--- src/hdl/key_debounce_event_generator_macros.svh ---
// Assertion macros for the key debounce event generator
`ifndef KEY_DEBOUNCE_EVENT_GENERATOR_MACROS_SVH
`define KEY_DEBOUNCE_EVENT_GENERATOR_MACROS_SVH
`ifndef SYNTHESIS
`define KDEG_ASSERT_IMP(lbl, clk, rst_n, ante, cons, msg) \
  lbl: assert property (@(posedge clk) disable iff (!rst_n) (ante) |-> (cons)) else $error(msg);
`define KDEG_ASSERT_NXT(lbl, clk, rst_n, ante, cons, msg) \
  lbl: assert property (@(posedge clk) disable iff (!rst_n) (ante) |=> (cons)) else $error(msg);
`else
`define KDEG_ASSERT_IMP(lbl, clk, rst_n, ante, cons, msg)
`define KDEG_ASSERT_NXT(lbl, clk, rst_n, ante, cons, msg)
`endif
`endif

--- src/hdl/kdeg_pkg.sv ---
// Types and codes shared by the key debounce event generator
`timescale 1ns / 1ps
package kdeg_pkg;

  localparam logic [1:0] OP_TICK  = 2'd0;
  localparam logic [1:0] OP_PAUSE = 2'd1;
  localparam logic [1:0] OP_KILL  = 2'd2;

  localparam logic [1:0] EV_BREAK  = 2'd0;
  localparam logic [1:0] EV_FIRST  = 2'd1;
  localparam logic [1:0] EV_LONG   = 2'd2;
  localparam logic [1:0] EV_REPEAT = 2'd3;

  localparam logic [3:0] ST_OFF    = 4'd0;
  localparam logic [3:0] ST_START  = 4'd1;
  localparam logic [3:0] ST_DELAY  = 4'd2;
  localparam logic [3:0] ST_PAUSE  = 4'd3;
  localparam logic [3:0] ST_KILLED = 4'd4;
  localparam logic [3:0] ST_REP0   = 4'd5;
  localparam logic [3:0] ST_REP3   = 4'd8;
  localparam logic [3:0] ST_REP4   = 4'd9;

  localparam logic [2:0] REG_LONG   = 3'd0;
  localparam logic [2:0] REG_RSTART = 3'd1;
  localparam logic [2:0] REG_RSTEP  = 3'd2;
  localparam logic [2:0] REG_PAUSE  = 3'd3;
  localparam logic [2:0] REG_DEB    = 3'd4;
  localparam logic [2:0] REG_SHIFT  = 3'd5;

  localparam logic [7:0]  RST_LONG   = 8'd32;
  localparam logic [7:0]  RST_RSTART = 8'd40;
  localparam logic [7:0]  RST_RSTEP  = 8'd48;
  localparam logic [7:0]  RST_PAUSE  = 8'd64;
  localparam logic [3:0]  RST_DEB    = 4'd4;
  localparam logic [15:0] RST_SHIFT  = 16'd0;

  typedef struct packed {
    logic [7:0]  long_press_ticks;
    logic [7:0]  repeat_start_ticks;
    logic [7:0]  repeat_step_ticks;
    logic [7:0]  pause_ticks;
    logic [3:0]  debounce_bits;
    logic [15:0] shift_key_mask;
  } cfg_t;

  typedef struct packed {
    logic [7:0] hist;
    logic [3:0] st;
    logic [7:0] cnt;
  } key_rec_t;

endpackage

--- src/hdl/kdeg_if.sv ---
// Handshake channel interfaces: input items, result items, register writes
`timescale 1ns / 1ps
interface kdeg_in_if;
  logic       valid;
  logic       ready;
  logic [1:0] operation;
  logic [3:0] key_index;
  logic       level;
  modport source (output valid, output operation, output key_index, output level, input ready);
  modport sink (input valid, input operation, input key_index, input level, output ready);
endinterface

interface kdeg_out_if;
  logic       valid;
  logic       ready;
  logic [3:0] event_key;
  logic [1:0] event_kind;
  modport source (output valid, output event_key, output event_kind, input ready);
  modport sink (input valid, input event_key, input event_kind, output ready);
endinterface

interface kdeg_cfg_if;
  logic        valid;
  logic        ready;
  logic [2:0]  index;
  logic [15:0] data;
  modport source (output valid, output index, output data, input ready);
  modport sink (input valid, input index, input data, output ready);
endinterface

--- src/hdl/kdeg_cfg_regs.sv ---
// Configuration register file
`timescale 1ns / 1ps
module kdeg_cfg_regs (
  input  logic            clk,
  input  logic            rst_n,
  kdeg_cfg_if.sink        cfg_ch,
  output kdeg_pkg::cfg_t  cfg
);

  kdeg_pkg::cfg_t cfg_r;

  assign cfg_ch.ready = 1'b1;
  assign cfg          = cfg_r;

  always_ff @(posedge clk) begin
    if (!rst_n) begin
      cfg_r.long_press_ticks   <= kdeg_pkg::RST_LONG;
      cfg_r.repeat_start_ticks <= kdeg_pkg::RST_RSTART;
      cfg_r.repeat_step_ticks  <= kdeg_pkg::RST_RSTEP;
      cfg_r.pause_ticks        <= kdeg_pkg::RST_PAUSE;
      cfg_r.debounce_bits      <= kdeg_pkg::RST_DEB;
      cfg_r.shift_key_mask     <= kdeg_pkg::RST_SHIFT;
    end else if (cfg_ch.valid) begin
      unique case (cfg_ch.index)
        kdeg_pkg::REG_LONG:   cfg_r.long_press_ticks   <= cfg_ch.data[7:0];
        kdeg_pkg::REG_RSTART: cfg_r.repeat_start_ticks <= cfg_ch.data[7:0];
        kdeg_pkg::REG_RSTEP:  cfg_r.repeat_step_ticks  <= cfg_ch.data[7:0];
        kdeg_pkg::REG_PAUSE:  cfg_r.pause_ticks        <= cfg_ch.data[7:0];
        kdeg_pkg::REG_DEB:    cfg_r.debounce_bits      <= cfg_ch.data[3:0];
        kdeg_pkg::REG_SHIFT:  cfg_r.shift_key_mask     <= cfg_ch.data;
        default: ;
      endcase
    end
  end

endmodule

--- src/hdl/kdeg_step.sv ---
// Next key record and event for one item
`timescale 1ns / 1ps
module kdeg_step (
  input  kdeg_pkg::cfg_t      cfg,
  input  kdeg_pkg::key_rec_t  cur,
  input  logic [1:0]          operation,
  input  logic                level,
  input  logic                shift_key,
  output kdeg_pkg::key_rec_t  nxt,
  output logic                emit,
  output logic [1:0]          kind
);

  logic [3:0] nb;
  logic [7:0] mask;
  logic [7:0] hist;
  logic [7:0] cnt;
  logic [2:0] lvl;
  logic       lvl_step;
  logic [2:0] lvl_n;
  logic [7:0] rep_cnt;
  logic [4:0] imask;
  logic       rep_hit;

  assign nb = (cfg.debounce_bits == 4'd0) ? 4'd1 :
              (cfg.debounce_bits > 4'd8) ? 4'd8 : cfg.debounce_bits;
  assign mask = 8'hFF >> (4'd8 - nb);
  assign hist = {cur.hist[6:0], level};
  assign cnt  = cur.cnt + 8'd1;

  assign lvl      = 3'(cur.st - kdeg_pkg::ST_REP0);
  assign lvl_step = (lvl != 3'd0) && (cnt >= cfg.repeat_step_ticks);
  assign lvl_n    = lvl_step ? lvl - 3'd1 : lvl;
  assign rep_cnt  = lvl_step ? 8'd0 : cnt;
  assign imask    = 5'((5'd1 << lvl_n) - 5'd1);
  assign rep_hit  = ((rep_cnt[4:0] & imask) == 5'd0) && !shift_key;

  always_comb begin
    nxt  = cur;
    emit = 1'b0;
    kind = kdeg_pkg::EV_BREAK;
    unique case (operation)
      kdeg_pkg::OP_TICK: begin
        nxt.hist = hist;
        nxt.cnt  = cnt;
        if (cur.st != kdeg_pkg::ST_OFF && hist == 8'd0) begin
          nxt.st  = kdeg_pkg::ST_OFF;
          nxt.cnt = 8'd0;
          emit    = (cur.st != kdeg_pkg::ST_KILLED);
        end else begin
          unique case (cur.st) inside
            kdeg_pkg::ST_OFF: begin
              if (hist == mask) begin
                nxt.st  = kdeg_pkg::ST_START;
                nxt.cnt = 8'd0;
              end
            end
            kdeg_pkg::ST_START: begin
              nxt.st  = kdeg_pkg::ST_DELAY;
              nxt.cnt = 8'd0;
              emit    = 1'b1;
              kind    = kdeg_pkg::EV_FIRST;
            end
            kdeg_pkg::ST_DELAY: begin
              if (cnt == cfg.long_press_ticks) begin
                emit = 1'b1;
                kind = kdeg_pkg::EV_LONG;
              end
              if (cnt == cfg.repeat_start_ticks) begin
                nxt.st  = kdeg_pkg::ST_REP4;
                nxt.cnt = 8'd0;
              end
            end
            kdeg_pkg::ST_PAUSE: begin
              if (cnt >= cfg.pause_ticks) begin
                nxt.st  = kdeg_pkg::ST_REP3;
                nxt.cnt = 8'd0;
              end
            end
            [kdeg_pkg::ST_REP0:kdeg_pkg::ST_REP4]: begin
              nxt.st  = kdeg_pkg::ST_REP0 + 4'(lvl_n);
              nxt.cnt = rep_cnt;
              emit    = rep_hit;
              kind    = kdeg_pkg::EV_REPEAT;
            end
            default: ;
          endcase
        end
      end
      kdeg_pkg::OP_PAUSE: begin
        nxt.st  = kdeg_pkg::ST_PAUSE;
        nxt.cnt = 8'd0;
      end
      kdeg_pkg::OP_KILL: begin
        nxt.st = kdeg_pkg::ST_KILLED;
      end
      default: ;
    endcase
  end

endmodule

--- src/hdl/key_debounce_event_generator.sv ---
// Key debounce event generator: top level with item, key and result registers
//
// Channels: in_ch takes items (operation, key_index, level); out_ch delivers
// events (event_key, event_kind); cfg_ch writes registers by index, always ready.
// A tick item shifts the key level into that key's history and may raise one
// event: FIRST after debounce, LONG, accelerating REPEAT, or BREAK on release.
// Pause and kill items only change the key's state and give no event.
// An accepted item waits in the input register; its event is then written
// to the result register. Throughput: one item per cycle unless out_ch stalls,
// set by the single read-modify-write of the per-key record in the flop array.
// Per-key records and registers are cleared by the synchronous reset; no
// clearing pass follows it, so in_ch is ready from the first cycle after it.
// When out_ch stalls, the result register holds its event; one more item
// waits in the input register, after which in_ch ready drops until the
// event is taken.
`timescale 1ns / 1ps
`include "key_debounce_event_generator_macros.svh"
module key_debounce_event_generator #(
  parameter int KEY_COUNT = 16
) (
  input  logic       clk,
  input  logic       rst_n,
  kdeg_in_if.sink    in_ch,
  kdeg_out_if.source out_ch,
  kdeg_cfg_if.sink   cfg_ch
);

  localparam int KEY_IW = (KEY_COUNT > 1) ? $clog2(KEY_COUNT) : 1;
  localparam logic [5:0] KEY_LIM = 6'(KEY_COUNT);

  kdeg_pkg::cfg_t     cfg;
  kdeg_pkg::key_rec_t keys_r [KEY_COUNT];
  kdeg_pkg::key_rec_t cur;
  kdeg_pkg::key_rec_t nxt;

  logic              in_vld_r;
  logic [1:0]        op_r;
  logic [3:0]        key_r;
  logic              level_r;
  logic              out_valid_r;
  logic [3:0]        out_key_r;
  logic [1:0]        out_kind_r;

  logic              advance;
  logic              proc;
  logic              key_ok;
  logic [KEY_IW-1:0] idx;
  logic              emit;
  logic [1:0]        kind;

  kdeg_cfg_regs u_cfg (
    .clk    (clk),
    .rst_n  (rst_n),
    .cfg_ch (cfg_ch),
    .cfg    (cfg)
  );

  assign advance     = !out_valid_r || out_ch.ready;
  assign proc        = in_vld_r && advance;
  assign in_ch.ready = !in_vld_r || advance;
  assign key_ok      = {2'b00, key_r} < KEY_LIM;
  assign idx         = KEY_IW'(key_r);
  assign cur         = keys_r[idx];

  kdeg_step u_step (
    .cfg       (cfg),
    .cur       (cur),
    .operation (op_r),
    .level     (level_r),
    .shift_key (cfg.shift_key_mask[key_r]),
    .nxt       (nxt),
    .emit      (emit),
    .kind      (kind)
  );

  always_ff @(posedge clk) begin
    if (!rst_n) begin
      in_vld_r <= 1'b0;
    end else if (in_ch.ready) begin
      in_vld_r <= in_ch.valid;
    end
  end

  always_ff @(posedge clk) begin
    if (in_ch.valid && in_ch.ready) begin
      op_r    <= in_ch.operation;
      key_r   <= in_ch.key_index;
      level_r <= in_ch.level;
    end
  end

  always_ff @(posedge clk) begin
    if (!rst_n) begin
      for (int i = 0; i < KEY_COUNT; i++) begin
        keys_r[i] <= '0;
      end
    end else if (proc && key_ok) begin
      keys_r[idx] <= nxt;
    end
  end

  always_ff @(posedge clk) begin
    if (!rst_n) begin
      out_valid_r <= 1'b0;
    end else if (advance) begin
      out_valid_r <= proc && key_ok && emit;
    end
  end

  always_ff @(posedge clk) begin
    if (proc && key_ok && emit) begin
      out_key_r  <= key_r;
      out_kind_r <= kind;
    end
  end

  assign out_ch.valid      = out_valid_r;
  assign out_ch.event_key  = out_key_r;
  assign out_ch.event_kind = out_kind_r;

  `KDEG_ASSERT_NXT(a_hold_item, clk, rst_n, in_vld_r && !advance, in_vld_r, "item dropped while stalled")
  `KDEG_ASSERT_IMP(a_ready_free, clk, rst_n, !in_ch.ready, in_vld_r && out_valid_r, "ready low without backlog")
  `KDEG_ASSERT_NXT(a_bad_key, clk, rst_n, proc && !key_ok, !out_valid_r, "event for absent key")
  `KDEG_ASSERT_NXT(a_killed, clk, rst_n, proc && key_ok && cur.st == kdeg_pkg::ST_KILLED, !out_valid_r, "event from killed key")

endmodule
--- src/flat_wrapper.sv ---
// flat-port wrapper written by rule: the top's interface ports become plain ports
module key_debounce_event_generator_flat 
#(
  parameter int KEY_COUNT = 16
)
  (clk, rst_n, in_ch_valid, in_ch_operation, in_ch_key_index, in_ch_level, in_ch_ready, out_ch_valid, out_ch_event_key, out_ch_event_kind, out_ch_ready, cfg_ch_valid, cfg_ch_index, cfg_ch_data, cfg_ch_ready);
  kdeg_in_if in_ch_i ();
  kdeg_out_if out_ch_i ();
  kdeg_cfg_if cfg_ch_i ();
  input  logic clk;
  input  logic rst_n;
  input wire logic [$bits(in_ch_i.valid)-1:0] in_ch_valid;
  input wire logic [$bits(in_ch_i.operation)-1:0] in_ch_operation;
  input wire logic [$bits(in_ch_i.key_index)-1:0] in_ch_key_index;
  input wire logic [$bits(in_ch_i.level)-1:0] in_ch_level;
  output wire logic [$bits(in_ch_i.ready)-1:0] in_ch_ready;
  output wire logic [$bits(out_ch_i.valid)-1:0] out_ch_valid;
  output wire logic [$bits(out_ch_i.event_key)-1:0] out_ch_event_key;
  output wire logic [$bits(out_ch_i.event_kind)-1:0] out_ch_event_kind;
  input wire logic [$bits(out_ch_i.ready)-1:0] out_ch_ready;
  input wire logic [$bits(cfg_ch_i.valid)-1:0] cfg_ch_valid;
  input wire logic [$bits(cfg_ch_i.index)-1:0] cfg_ch_index;
  input wire logic [$bits(cfg_ch_i.data)-1:0] cfg_ch_data;
  output wire logic [$bits(cfg_ch_i.ready)-1:0] cfg_ch_ready;
  assign in_ch_i.valid = in_ch_valid;
  assign in_ch_i.operation = in_ch_operation;
  assign in_ch_i.key_index = in_ch_key_index;
  assign in_ch_i.level = in_ch_level;
  assign in_ch_ready = in_ch_i.ready;
  assign out_ch_valid = out_ch_i.valid;
  assign out_ch_event_key = out_ch_i.event_key;
  assign out_ch_event_kind = out_ch_i.event_kind;
  assign out_ch_i.ready = out_ch_ready;
  assign cfg_ch_i.valid = cfg_ch_valid;
  assign cfg_ch_i.index = cfg_ch_index;
  assign cfg_ch_i.data = cfg_ch_data;
  assign cfg_ch_ready = cfg_ch_i.ready;
  key_debounce_event_generator #(.KEY_COUNT(KEY_COUNT)) u_core (.clk(clk), .rst_n(rst_n), .in_ch(in_ch_i), .out_ch(out_ch_i), .cfg_ch(cfg_ch_i));
endmodule
--- config.mk ---
export PLATFORM = sky130hd
export DESIGN_NAME = key_debounce_event_generator_flat
export DESIGN_NICKNAME = d
export VERILOG_FILES = /design/src/hdl/kdeg_pkg.sv /design/src/hdl/kdeg_if.sv /design/src/hdl/kdeg_cfg_regs.sv /design/src/hdl/kdeg_step.sv /design/src/hdl/key_debounce_event_generator.sv /design/src/flat_wrapper.sv
export VERILOG_INCLUDE_DIRS = /design/src /design/src/hdl
export SDC_FILE = /design/constraint.sdc
export NUM_CORES = 1
export LEC_CHECK = 0
export BUFFER_PORTS_ARGS = -buffer_cell sky130_fd_sc_hd__buf_4
export CORE_MARGIN = 4
export CORE_UTILIZATION = 63
export DETAILED_ROUTE_END_ITERATION = 7
export PLACE_DENSITY_LB_ADDON = 0.12
export SLEW_MARGIN = 20
export SYNTH_ARGS = -nofsm -noshare
export SYNTH_HDL_FRONTEND = slang
export SYNTH_HIERARCHICAL = 1
export SYNTH_SLANG_ARGS = --single-unit
export TNS_END_PERCENT = 50
--- constraint.sdc ---
create_clock -name clk -period 13.46 [get_ports clk]
set_input_delay 2.692 -clock clk [delete_from_list [all_inputs] [get_ports clk]]
set_output_delay 2.692 -clock clk [all_outputs]
set_load 0.02 [all_outputs]
### Yosys cells after proc, flatten, opt, wreduce, memory -nomap -nowiden

Memory sizes are Yosys's and may differ from the RTL's. A register that Yosys moved wholly into a read port is not among the register bits.
Cells that the tools add are included.

* flip-flop bits (word level): 67
* bits in writable memories: 320
* input port bits: 31
* output and inout port bits: 9
* logic and storage cells: 100
* memories: 1

Memories
* u_core.keys_r: words 16, width 20, read ports 1, clocked after Yosys merged registers in 1, wr ports 16, line key_debounce_event_generator.sv:32 `kdeg_pkg::key_rec_t keys_r [KEY_COUNT];`

* add/sub/neg operators: 6
* $lt $le $gt $ge: 6
* equal/unequal tests: 14
* shifts and indexed selects: 2
* muxes and demuxes: 28
* bitwise logic cells: 2
* reductions and logical operators: 28

Operators with widths (count)
* 12-bit case mux with 5 select lines: 1
* 12-bit two-way mux: 4
* 8-bit equality test: 3
* 20-bit two-way mux: 1
* 20-bit OR reduction: 1
* 8-bit >= comparator: 2
* 4-bit two-way mux: 4
* 8-bit two-way mux: 2
* 8-bit case mux with 2 select lines: 1
* 4-bit case mux with 3 select lines: 1
* 2-bit AND reduction: 6
* 1-bit two-way mux: 9
* 8-bit by 1-bit adder with 8-bit output (second input constant): 1
* 4-bit by 2-bit equality test with 1-bit output (second input constant): 2
* 4-bit zero test: 2
* 8-bit zero test: 1
* 8-bit by 4-bit right shift with 8-bit output (first input constant): 1
* 1-bit logical AND: 7
* 3-bit by 2-bit equality test with 1-bit output (second input constant): 2
* 3-bit equality test (second input constant): 2
* 2-bit case mux with 3 select lines: 1
* 5-bit AND: 1
* 5-bit zero test: 1
* 4-bit by 5-bit < comparator with 1-bit output (second input constant): 1
* other kinds (26): 29

### Depth between registers and ports, before layout

Gate-level depths: netlist (run 1).

* depth in word-level cells: 13
* gate-level depth with buffers: 27

### By module

Netlist (run 1), hierarchy kept.

By module, submodules not included
* key_debounce_event_generator: times used 1, cells an instance 1017, area an instance 14764.2 µm²
* kdeg_cfg_regs: times used 1, cells an instance 202, area an instance 2025.7 µm²
* kdeg_step: times used 1, cells an instance 261, area an instance 1850.5 µm²

### Worst setup path after synthesis (run 1)

No wires, ideal clock.

* path type: input to output
* start: in out_ch_ready
* end: out in_ch_ready
* arrival: 2.971 ns
* path slack: 7.797 ns
* stages: 1
* cells stage by stage: nand3b_1

* longest elaborated chain between the ends: 2

RTL lines
* start: declaration: line flat_wrapper.sv:20 `input wire logic [$bits(out_ch_i.ready)-1:0] out_ch_ready;`
* 1-bit logical OR: line key_debounce_event_generator.sv:58 `assign advance = !out_valid_r || out_ch.ready;`
* 1-bit logical OR: line key_debounce_event_generator.sv:60 `assign in_ch.ready = !in_vld_r || advance;`
* end: declaration: line flat_wrapper.sv:16 `output wire logic [$bits(in_ch_i.ready)-1:0] in_ch_ready;`

Every way passes these cells.

==> results.md, run 1 <==
* Die width at 177 um
* Min-delay src: u_core/u_cfg/cfg[10]$_SDFFE_PN0P_
* Initial antenna violation count at 0
* Area grow syn2layout at 10.7%
* Clock Skews at 0.0205 ns
* LEAKAGE at 7.14 nW
* Post-Synthesis Cell Area at 18000 um^2
* Global route total overflow at 0
* Reg area at 10700 um^2
* Vias in the first global route at 11800
* Synth Warn # at 6
* Global-route wire length before repair at 69700 um
* CTS Buf Count at 40
* WL met2 at 22200 um
* Post-CTS Setup Bufs at 0
* Commonest cells after routing, fill and taps aside: edfxtp_1 (317), nor2_1 (249), nand2_1 (175)
* Top Layer Used: met4
* Relative slew slack at 28.7%
* CTS tree: yes
* Critical path arrival at 7.43 ns
* Resized Gates After CTS at 0
* Worst hold slack at 0.460 ns
* Worst Reg-to-Reg Cells at 25
* Max_cap viols at 0
* R2R Setup Slk at 6.22 ns
* Dpl ws at 6.21 ns
* Initial Util at 64.3%
* Power per Cell Area at 140 nW/um^2
* Average wire per standard cell at 24.6 um
* Commonest non-fill, non-tap cell in the layout: edfxtp_1
* Post-Layout Cell Count at 1858
* Post-DP HPWL at 28300 um
* TritonCTS Sinks at 375
* Fmax at 138 MHz
* Worst Path Max Fanout at 30
* Hold Path Class: register to register
* Pin count of the biggest net entering global routing at 61
* GRT Overall Usage at 29.6%
* RePlAce Congestion at 0.910
* Fin. Hold Viols at 0
* M1 WL at 17900 um
* Port buffer count at 38
* PnR worst setup slack at 6.22 ns
* Post-route clock period utilization at 53.8%
* DR WL met3 at 4750 um
* Setup TNS at 0 ns
* CTS root buf: clkbuf_16
* Total number of vias at 11900
* Startpoint Class: register
* Final max-slew violation count at 0
* Via density at 6.39
* VDD IR max at 0.000109 V
* Worst Tran Pin Value at 1.07 ns
* Core Rows at 61
* Critical Path End Type: register
* Syn_area_per_cell at 12.5 um^2
* Endpoints failing setup at 0
* Top Ports at 40
* Post-cts hold buffer count at 0
* Nets@finish at 1512
* Worst Hold Depth at 2
* ANT cells at 0
* DR pass1 iterations at 5
* Core area at 27900 um^2
* Drt drc at 0
* Drt first-iter violations at 1054
* Area of the multi-input gates at 6720 um^2
* Crit Path Category: register to register
* Fin util at 71.2%
* Die height at 177 um
* Reg-to-reg critical path endpoint: u_core/out_ch.event_kind[0]$_DFFE_PP_
* Status: finished clean
* Inst Count DP at 1785
* DRT Wirelength at 45700 um
* Routed Antenna Nets at 0
* FILL cells at 2006
* CTS HTree Levels at 2
* Clk buf depth at 3
* Hold Path End: u_core/u_cfg/cfg[10]$_SDFFE_PN0P_
* Post-Syn Nets at 1497
* Syn Inst Count at 1436
* Final min period at 7.24 ns
* Layout cells sized above 1 at 16.4%
* Worst skew pair latency at 0.53 ns
* RSZ-0062 raised after global routing: no
* Die area at 31300 um^2
* Critical Path RT at 13.66 ns
* Clock slew at reported path FFs at 0.06 ns
-- where the power goes --
| group | internal, W | switching [W] |
|---|---|---|
| sequential | 0.00130 | 0.0000243 |
| combinational | 0.000150 | 0.000268 |
| clock | 0.000617 | 0.000434 |
-- worst max-delay path by stage --
| stage | endpoint | slack, ns | from | cells past startpoint |
|---|---|---|---|---|
| floorplan | in_ch_ready | 7.80 | out_ch_ready | 1 |
| global placement | u_core/out_ch.event_key[0]$_DFFE_PP_ | 6.33 | register | 25 |
| detailed placement | u_core/out_ch.event_key[0]$_DFFE_PP_ | 6.21 | register | 25 |
| CTS | u_core/out_ch.event_kind[1]$_DFFE_PP_ | 6.20 | register | 25 |
| global route | u_core/out_ch.event_kind[1]$_DFFE_PP_ | 5.63 | register | 25 |
| finish | u_core/out_ch.event_kind[0]$_DFFE_PP_ | 6.22 | register | 25 |
-- state kept, by name, indices dropped and copies added (netlist names), named ones only --
register,cells
u_core/out_ch.valid,1
u_core/out_ch.event_kind,2
u_core/op_r,2
u_core/level_r,1
u_core/idx,4
u_core/out_ch.event_key,4
u_core/u_cfg/cfg,52
u_core/keys_r,304
u_core/in_vld_r,1
-- layer usage --
layer	track usage (%)	up-vias
li1	-	5284
met1	40.6	5937
met3	8.33	79
met5	0	-
met4	6.38	0
met2	48.2	570
-- stage by stage --
stage	power [W]	instance area, um^2
final	0.00279	19900
after global routing	0.00289	19900
after CTS	0.00280	19900
after detailed placement	0.00175	18600
after global placement	0.00174	18600
after floorplan	0.00162	18000
-- cell type report --
cell class	count	share of cell area, %
tap	378	2.38
inverter	46	0.868
multi-input combinational	912	33.8
sequential	375	53.7
timing repair buffer	76	2.88
clock buffer	54	5.78
clock inverter	17	0.579
-- critical path: stages (launching register included) --
cell and delay [ns]:
dfxtp_4 0.64, buf_4 0.53, buf_4 0.61, mux4_2 0.58, a22oi_1 0.23, nand2_1 0.12
ha_1 0.26, nand3_1 0.21, nor2_1 0.12, xnor2_1 0.27, inv_1 0.12, ha_1 0.31
nand4_1 0.08, a21oi_1 0.17, a211o_1 0.24, nand2_1 0.15, xnor2_1 0.35, ha_1 0.33
nand2_1 0.08, ha_1 0.29, o22ai_1 0.06, nor4_1 0.24, o211ai_1 0.14, a221oi_2 0.18
a22o_1 0.20, and3_1 0.34
Note: power is estimated with default switching activity, not from simulation.
==> inputs of run 2 (changes only) <==
==> constraint.sdc (replaced) <==
create_clock -name clk -period 7.2 [get_ports clk]
set_input_delay 1.44 -clock clk [delete_from_list [all_inputs] [get_ports clk]]
set_output_delay 1.44 -clock clk [all_outputs]
set_load 0.02 [all_outputs]
==> results.md, run 2 (synthesis results as in run 1) <==
* Status: finished clean
* Total number of vias at 12000 (+0.90%)
* Final min period at 6.43 ns (-0.806 ns)
* TritonCTS Sinks at 375 (unchanged)
* Core area at 27900 um^2 (unchanged)
* Crit Path Category: register to register
* Post-route clock period utilization at 89.3% (+36 points)
* Max_cap viols at 0 (unchanged)
* Final max-slew violation count at 0 (unchanged)
* Post-CTS Setup Bufs at 0 (unchanged)
* Nets@finish at 1514 (+0.13%)
* Worst Path Max Fanout at 23 (-23%)
* Top Ports at 40 (unchanged)
* Area grow syn2layout at 10.7% (about the same)
* CTS tree: yes
* Clk buf depth at 3 (unchanged)
* Endpoints failing setup at 0 (unchanged)
* Via density at 6.44 (+0.85%)
* Power per Cell Area at 261 nW/um^2 (+86%)
* Drt drc at 0 (unchanged)
* RSZ-0062 raised after global routing: no
* Die height at 177 um (unchanged)
* Port buffer count at 38 (unchanged)
* Startpoint Class: register
* Global-route wire length before repair at 72200 um (+3.6%)
* Worst Reg-to-Reg Cells at 23 (-8.0%)
* Global route total overflow at 0 (unchanged)
* Crit path max-delay family: simple AND/OR/NAND/NOR gates
* Post-DP HPWL at 29600 um (+4.7%)
* VDD IR max at 0.000240 V (+120%)
* Die width at 177 um (unchanged)
* Critical Path End Type: register
* Max FFs per register at 304 (unchanged)
* Slowest stage delay, CP at 0.65 ns (about the same)
* Layout cells sized above 1 at 16.2% (-0.21 points)
* Die area at 31300 um^2 (unchanged)
* Core Rows at 61 (unchanged)
* Critical path arrival at 6.60 ns (-0.83 ns)
* Hold Path Class: register to register
* DRT Wirelength at 47100 um (+3.0%)
* Overall power at 0.00518 W (+86%)
* Post-cts hold buffer count at 0 (unchanged)
* Worst hold slack at 0.459 ns (-0.000281 ns)
* Inst Count DP at 1790 (+0.28%)
* CTS Buf Count at 39 (-2.5%)
* Worst path depth at 23 (-8.0%)
* Relative slew slack at 26.8% (-2.0 points)
* Fmax at 156 MHz (+13%)
* Pin count of the biggest net entering global routing at 95 (+56%)
* Worst skew pair latency at 0.53 ns (about the same)
* End point of the critical path: u_core/out_ch.event_kind[0]$_DFFE_PP_
* Crit path cell chain: buf_12 > mux4_2 > a22oi_1 > nand2_1 > nand3_1 > nor2_1 > xnor2_1 > inv_1 > ha_1 > nand4_1 > a21oi_1 > a211o_1 > nand2_1 > xnor2_1 > ha_1 > nand2_1 > ha_1 > nor3b_1 > nor4_1 > o211ai_1 > a221oi_2 > a22o_1 > and3_1
* Commonest cells after routing, fill and taps aside: edfxtp_1 (317), nor2_1 (249), nand2_1 (175)
* Worst Tran Pin Value at 1.10 ns (+0.0295 ns)
* DR pass1 iterations at 6 (+1)
* GRT Overall Usage at 30.7% (+1.1 points)
* Resized Gates After CTS at 0 (unchanged)
* Critical Path RT at 7.37 ns (-6.29 ns)
* R2R Setup Slk at 0.77 ns (-5.45 ns)
* LEAKAGE at 7.11 nW (-0.29%)
* Initial antenna violation count at 0 (unchanged)
* Fin. Hold Viols at 0 (unchanged)
* Clock slew at reported path FFs at 0.06 ns (about the same)
* CP Buf/Inv Count at 2 (-1)
* Reg-to-reg critical path endpoint: u_core/out_ch.event_kind[0]$_DFFE_PP_
* Average wire per standard cell at 25.3 um (+2.9%)
* Clock Skews at 0.0204 ns (-0.0000979 ns)
* Commonest non-fill, non-tap cell in the layout: edfxtp_1
* CTS root buf: clkbuf_16
* Setup TNS at 0 ns (unchanged)
* Biggest register: u_core/keys_r
* RePlAce Congestion at 0.949 (+4.3%)
* Vias in the first global route at 12200 (+3.6%)
* CTS HTree Levels at 2 (unchanged)
* Routed Antenna Nets at 0 (unchanged)
* Initial Util at 64.3% (unchanged)
* Post-Layout Cell Count at 1859 (+0.054%)
* Crit path max-delay cell type: dfxtp_4
* Drt first-iter violations at 1233 (+17%)
* ANT cells at 0 (unchanged)
-- run 2: changes by cell type in the layout (fill, tap and decap cells not counted), sizes merged --
cell / before / now
buf: 76 / 79
bufinv: 1 / 2
clkbuf: 54 / 53
clkinv: 15 / 10
inv: 47 / 50
-- run 2: worst min-delay path: stages (launching register included) --
cell	delay (ns)
dfxtp_1	0.31
nand2_1	0.05
mux2i_1	0.05
-- run 2: power by group --
group	internal [W]	total, W	leakage [nW]	switching [W]
combinational	0.000286	0.000801	2.79	0.000515
clock	0.00109	0.00191	0.582	0.000815
sequential	0.00242	0.00247	3.74	0.0000447
-- run 2: layout make-up --
class                      count  area [um^2]
sequential                   375        10700
fill                        1976         8060
multi-input combinational    912         6740
clock buffer                  53         1040
timing repair buffer          79          609
tap                          378          473
inverter                      46          173
clock inverter                16          150
-- run 2: metal layers --
layer	wire length (um)	up-vias	GRT usage, %
met1	17600	5926	41.1
met3	4850	127	6.41
li1	-	5298	-
met5	0	-	0
met2	22900	626	50.7
met4	1800	0	10.7
-- run 2: stage by stage --
step	setup slack (ns)	util, %	area [um^2]
floorplan	1.90	-	18000
global placement	1.03	66.9	18700
detailed placement	0.882	66.9	18700
global route	0.220	71.2	19900
CTS	0.829	71.2	19900
finish	0.770	71.2	19900
-- run 2: how the worst min path moves through the flow --
stage	start	cells past startpoint	to
after CTS	u_core/u_cfg/cfg[31]$_SDFFE_PN0P_	2	u_core/u_cfg/cfg[31]$_SDFFE_PN0P_
after floorplan	u_core/idx[0]$_DFFE_PN_	0	u_core/out_ch.event_key[0]$_DFFE_PP_
final	u_core/u_cfg/cfg[31]$_SDFFE_PN0P_	2	u_core/u_cfg/cfg[31]$_SDFFE_PN0P_
after global placement	u_core/u_cfg/cfg[2]$_SDFFE_PN0P_	2	u_core/u_cfg/cfg[2]$_SDFFE_PN0P_
after global routing	u_core/u_cfg/cfg[8]$_SDFFE_PN0P_	2	u_core/u_cfg/cfg[8]$_SDFFE_PN0P_
after detailed placement	u_core/u_cfg/cfg[31]$_SDFFE_PN0P_	2	u_core/u_cfg/cfg[31]$_SDFFE_PN0P_
==> inputs of run 3 (changes only) <==
--- a/config.mk
+++ b/config.mk
@@ -10,7 +10,7 @@
 export CORE_MARGIN = 4
 export CORE_UTILIZATION = 63
 export DETAILED_ROUTE_END_ITERATION = 7
-export PLACE_DENSITY_LB_ADDON = 0.12
+export PLACE_DENSITY = 0.86
 export SLEW_MARGIN = 20
 export SYNTH_ARGS = -nofsm -noshare
 export SYNTH_HDL_FRONTEND = slang
==> results.md, run 3 (synthesis results as in run 1) <==
* Status: finished clean
* Clock Skews at 0.0314 ns (+0.0110 ns)
* Clock slew at reported path FFs at 0.06 ns (about the same)
* Startpoint Class: register
* Power per Cell Area at 260 nW/um^2 (about the same)
* Die area at 31300 um^2 (unchanged)
* Initial Util at 64.3% (unchanged)
* Vias in the first global route at 12900 (+6.2%)
* CTS Buf Count at 39 (unchanged)
* FILL cells at 1810 (-8.4%)
* Routed Antenna Nets at 0 (unchanged)
* Total number of vias at 12400 (+3.7%)
* Layout cells sized above 1 at 16.4% (+0.21 points)
* Die height at 177 um (unchanged)
* CTS root buf: clkbuf_16
* Critical Path RT at 7.40 ns (+0.03 ns)
* Setup TNS at 0 ns (unchanged)
* Final min period at 6.40 ns (-0.0267 ns)
* Hold Path Class: register to register
* Commonest non-fill, non-tap cell in the layout: edfxtp_1
* Area grow syn2layout at 10.6% (about the same)
* Core area at 27900 um^2 (unchanged)
* Nets@finish at 1517 (+0.20%)
* CTS HTree Levels at 2 (unchanged)
* Initial antenna violation count at 0 (unchanged)
* GRT Overall Usage at 31.6% (+0.88 points)
* Core Rows at 61 (unchanged)
* Drt drc at 0 (unchanged)
* Fin. Hold Viols at 0 (unchanged)
* Die width at 177 um (unchanged)
* TritonCTS Sinks at 375 (unchanged)
* DR pass1 iterations at 5 (-1)
* Post-DP HPWL at 29900 um (+1.0%)
* Top Ports at 40 (unchanged)
* Crit Path Category: register to register
* Drt first-iter violations at 1683 (+36%)
* Fmax at 156 MHz (+0.42%)
* Global-route wire length before repair at 74300 um (+3.0%)
* ANT cells at 0 (unchanged)
* Post-CTS Setup Bufs at 0 (unchanged)
* Post-Layout Cell Count at 1864 (+0.27%)
* Critical Path End Type: register
* Inst Count DP at 1792 (+0.11%)
* Pin count of the biggest net entering global routing at 95 (unchanged)
* Average wire per standard cell at 26.2 um (+3.3%)
* Critical path arrival at 6.60 ns (about the same)
* VDD IR max at 0.000237 V (-0.91%)
* Final max-slew violation count at 0 (unchanged)
* RSZ-0062 raised after global routing: no
* Worst skew pair latency at 0.55 ns (+0.02 ns)
* Max_cap viols at 0 (unchanged)
* Reg area at 10700 um^2 (unchanged)
* Worst Path Max Fanout at 15 (-35%)
* CTS tree: yes
* LEAKAGE at 7.12 nW (about the same)
* Area of the multi-input gates at 6720 um^2 (-0.41%)
* Post-route clock period utilization at 88.9% (-0.37 points)
* Biggest register: u_core/keys_r
* Clk buf depth at 3 (unchanged)
* DRT Wirelength at 48800 um (+3.6%)
* Relative slew slack at 24.1% (-2.6 points)
* Worst Tran Pin Value at 1.14 ns (+0.0397 ns)
* Global route total overflow at 0 (unchanged)
* Endpoints failing setup at 0 (unchanged)
* Commonest cells after routing, fill and taps aside: edfxtp_1 (317), nor2_1 (249), nand2_1 (175)
* Post-cts hold buffer count at 0 (unchanged)
* Max FFs per register at 304 (unchanged)
* Resized Gates After CTS at 0 (unchanged)
* Via density at 6.66 (+3.4%)
* Port buffer count at 38 (unchanged)
* RePlAce Congestion at 0.897 (-5.4%)
==> run 3: routing by layer <==
layer	vias to the layer above	wire (um)	global-route usage (%)
li1	5287	-	-
met1	5983	16200	39.9
met2	918	23800	51.6
met3	229	5680	6.32
met4	0	3180	17.6
met5	-	0	0
==> run 3: final timing paths <==
| kind | from | end | slack [ns] | cells after the start |
|---|---|---|---|---|
| setup reg to reg | register | u_core/out_ch.event_key[2]$_DFFE_PP_ | 0.80 | 23 |
| setup / recovery | register | u_core/out_ch.event_key[2]$_DFFE_PP_ | 0.80 | 23 |
| hold / removal | u_core/u_cfg/cfg[24]$_SDFFE_PN0P_ | u_core/u_cfg/cfg[24]$_SDFFE_PN0P_ | 0.46 | 2 |
| hold reg to reg | u_core/u_cfg/cfg[24]$_SDFFE_PN0P_ | u_core/u_cfg/cfg[24]$_SDFFE_PN0P_ | 0.46 | 2 |
==> run 3: critical path: stages (launching register included) <==
cell,delay (ns)
dfxtp_4,0.55
mux4_1,0.61
a22oi_1,0.24
nand2_1,0.32
ha_1,0.38
nand3_1,0.22
nor2_1,0.13
xnor2_1,0.30
inv_1,0.12
ha_1,0.31
nand4_1,0.08
a21oi_1,0.18
a211o_1,0.23
nand2_1,0.13
xnor2_1,0.34
ha_1,0.33
nand2_1,0.08
ha_1,0.28
o22ai_1,0.06
nor4_1,0.23
o211ai_1,0.14
a221oi_2,0.19
a22o_1,0.19
and3_1,0.40
==> run 3: final cells by class <==
class | instances | share of cell area (%)
Clock buffer | 50 | 5.12
Multi-Input combinational cell | 912 | 33.8
Sequential cell | 375 | 53.8
Clock inverter | 21 | 0.825
Tap cell | 378 | 2.38
Inverter | 46 | 0.869
Timing Repair Buffer | 82 | 3.18
==> run 3: where the power goes <==
group | total, W | switching [W] | internal [W]
registers | 0.00247 | 0.0000452 | 0.00243
logic | 0.000806 | 0.000519 | 0.000287
clock network | 0.00189 | 0.000844 | 0.00105
total | 0.00517 | 0.00141 | 0.00376
==> run 3: stage by stage <==
step	util (%)	area, um^2	worst slack [ns]	hold slack (ns)	total power, W
6_report	71.1	19900	0.797	0.462	0.00517
5_1_grt	71.1	19900	0.333	0.475	0.00534
4_1_cts	71.0	19800	0.855	0.460	0.00516
3_5_place_dp	66.8	18700	0.884	0.452	0.00328
3_3_place_gp	66.8	18700	1.02	0.443	0.00326
2_1_floorplan	-	18000	1.90	0.421	0.00303
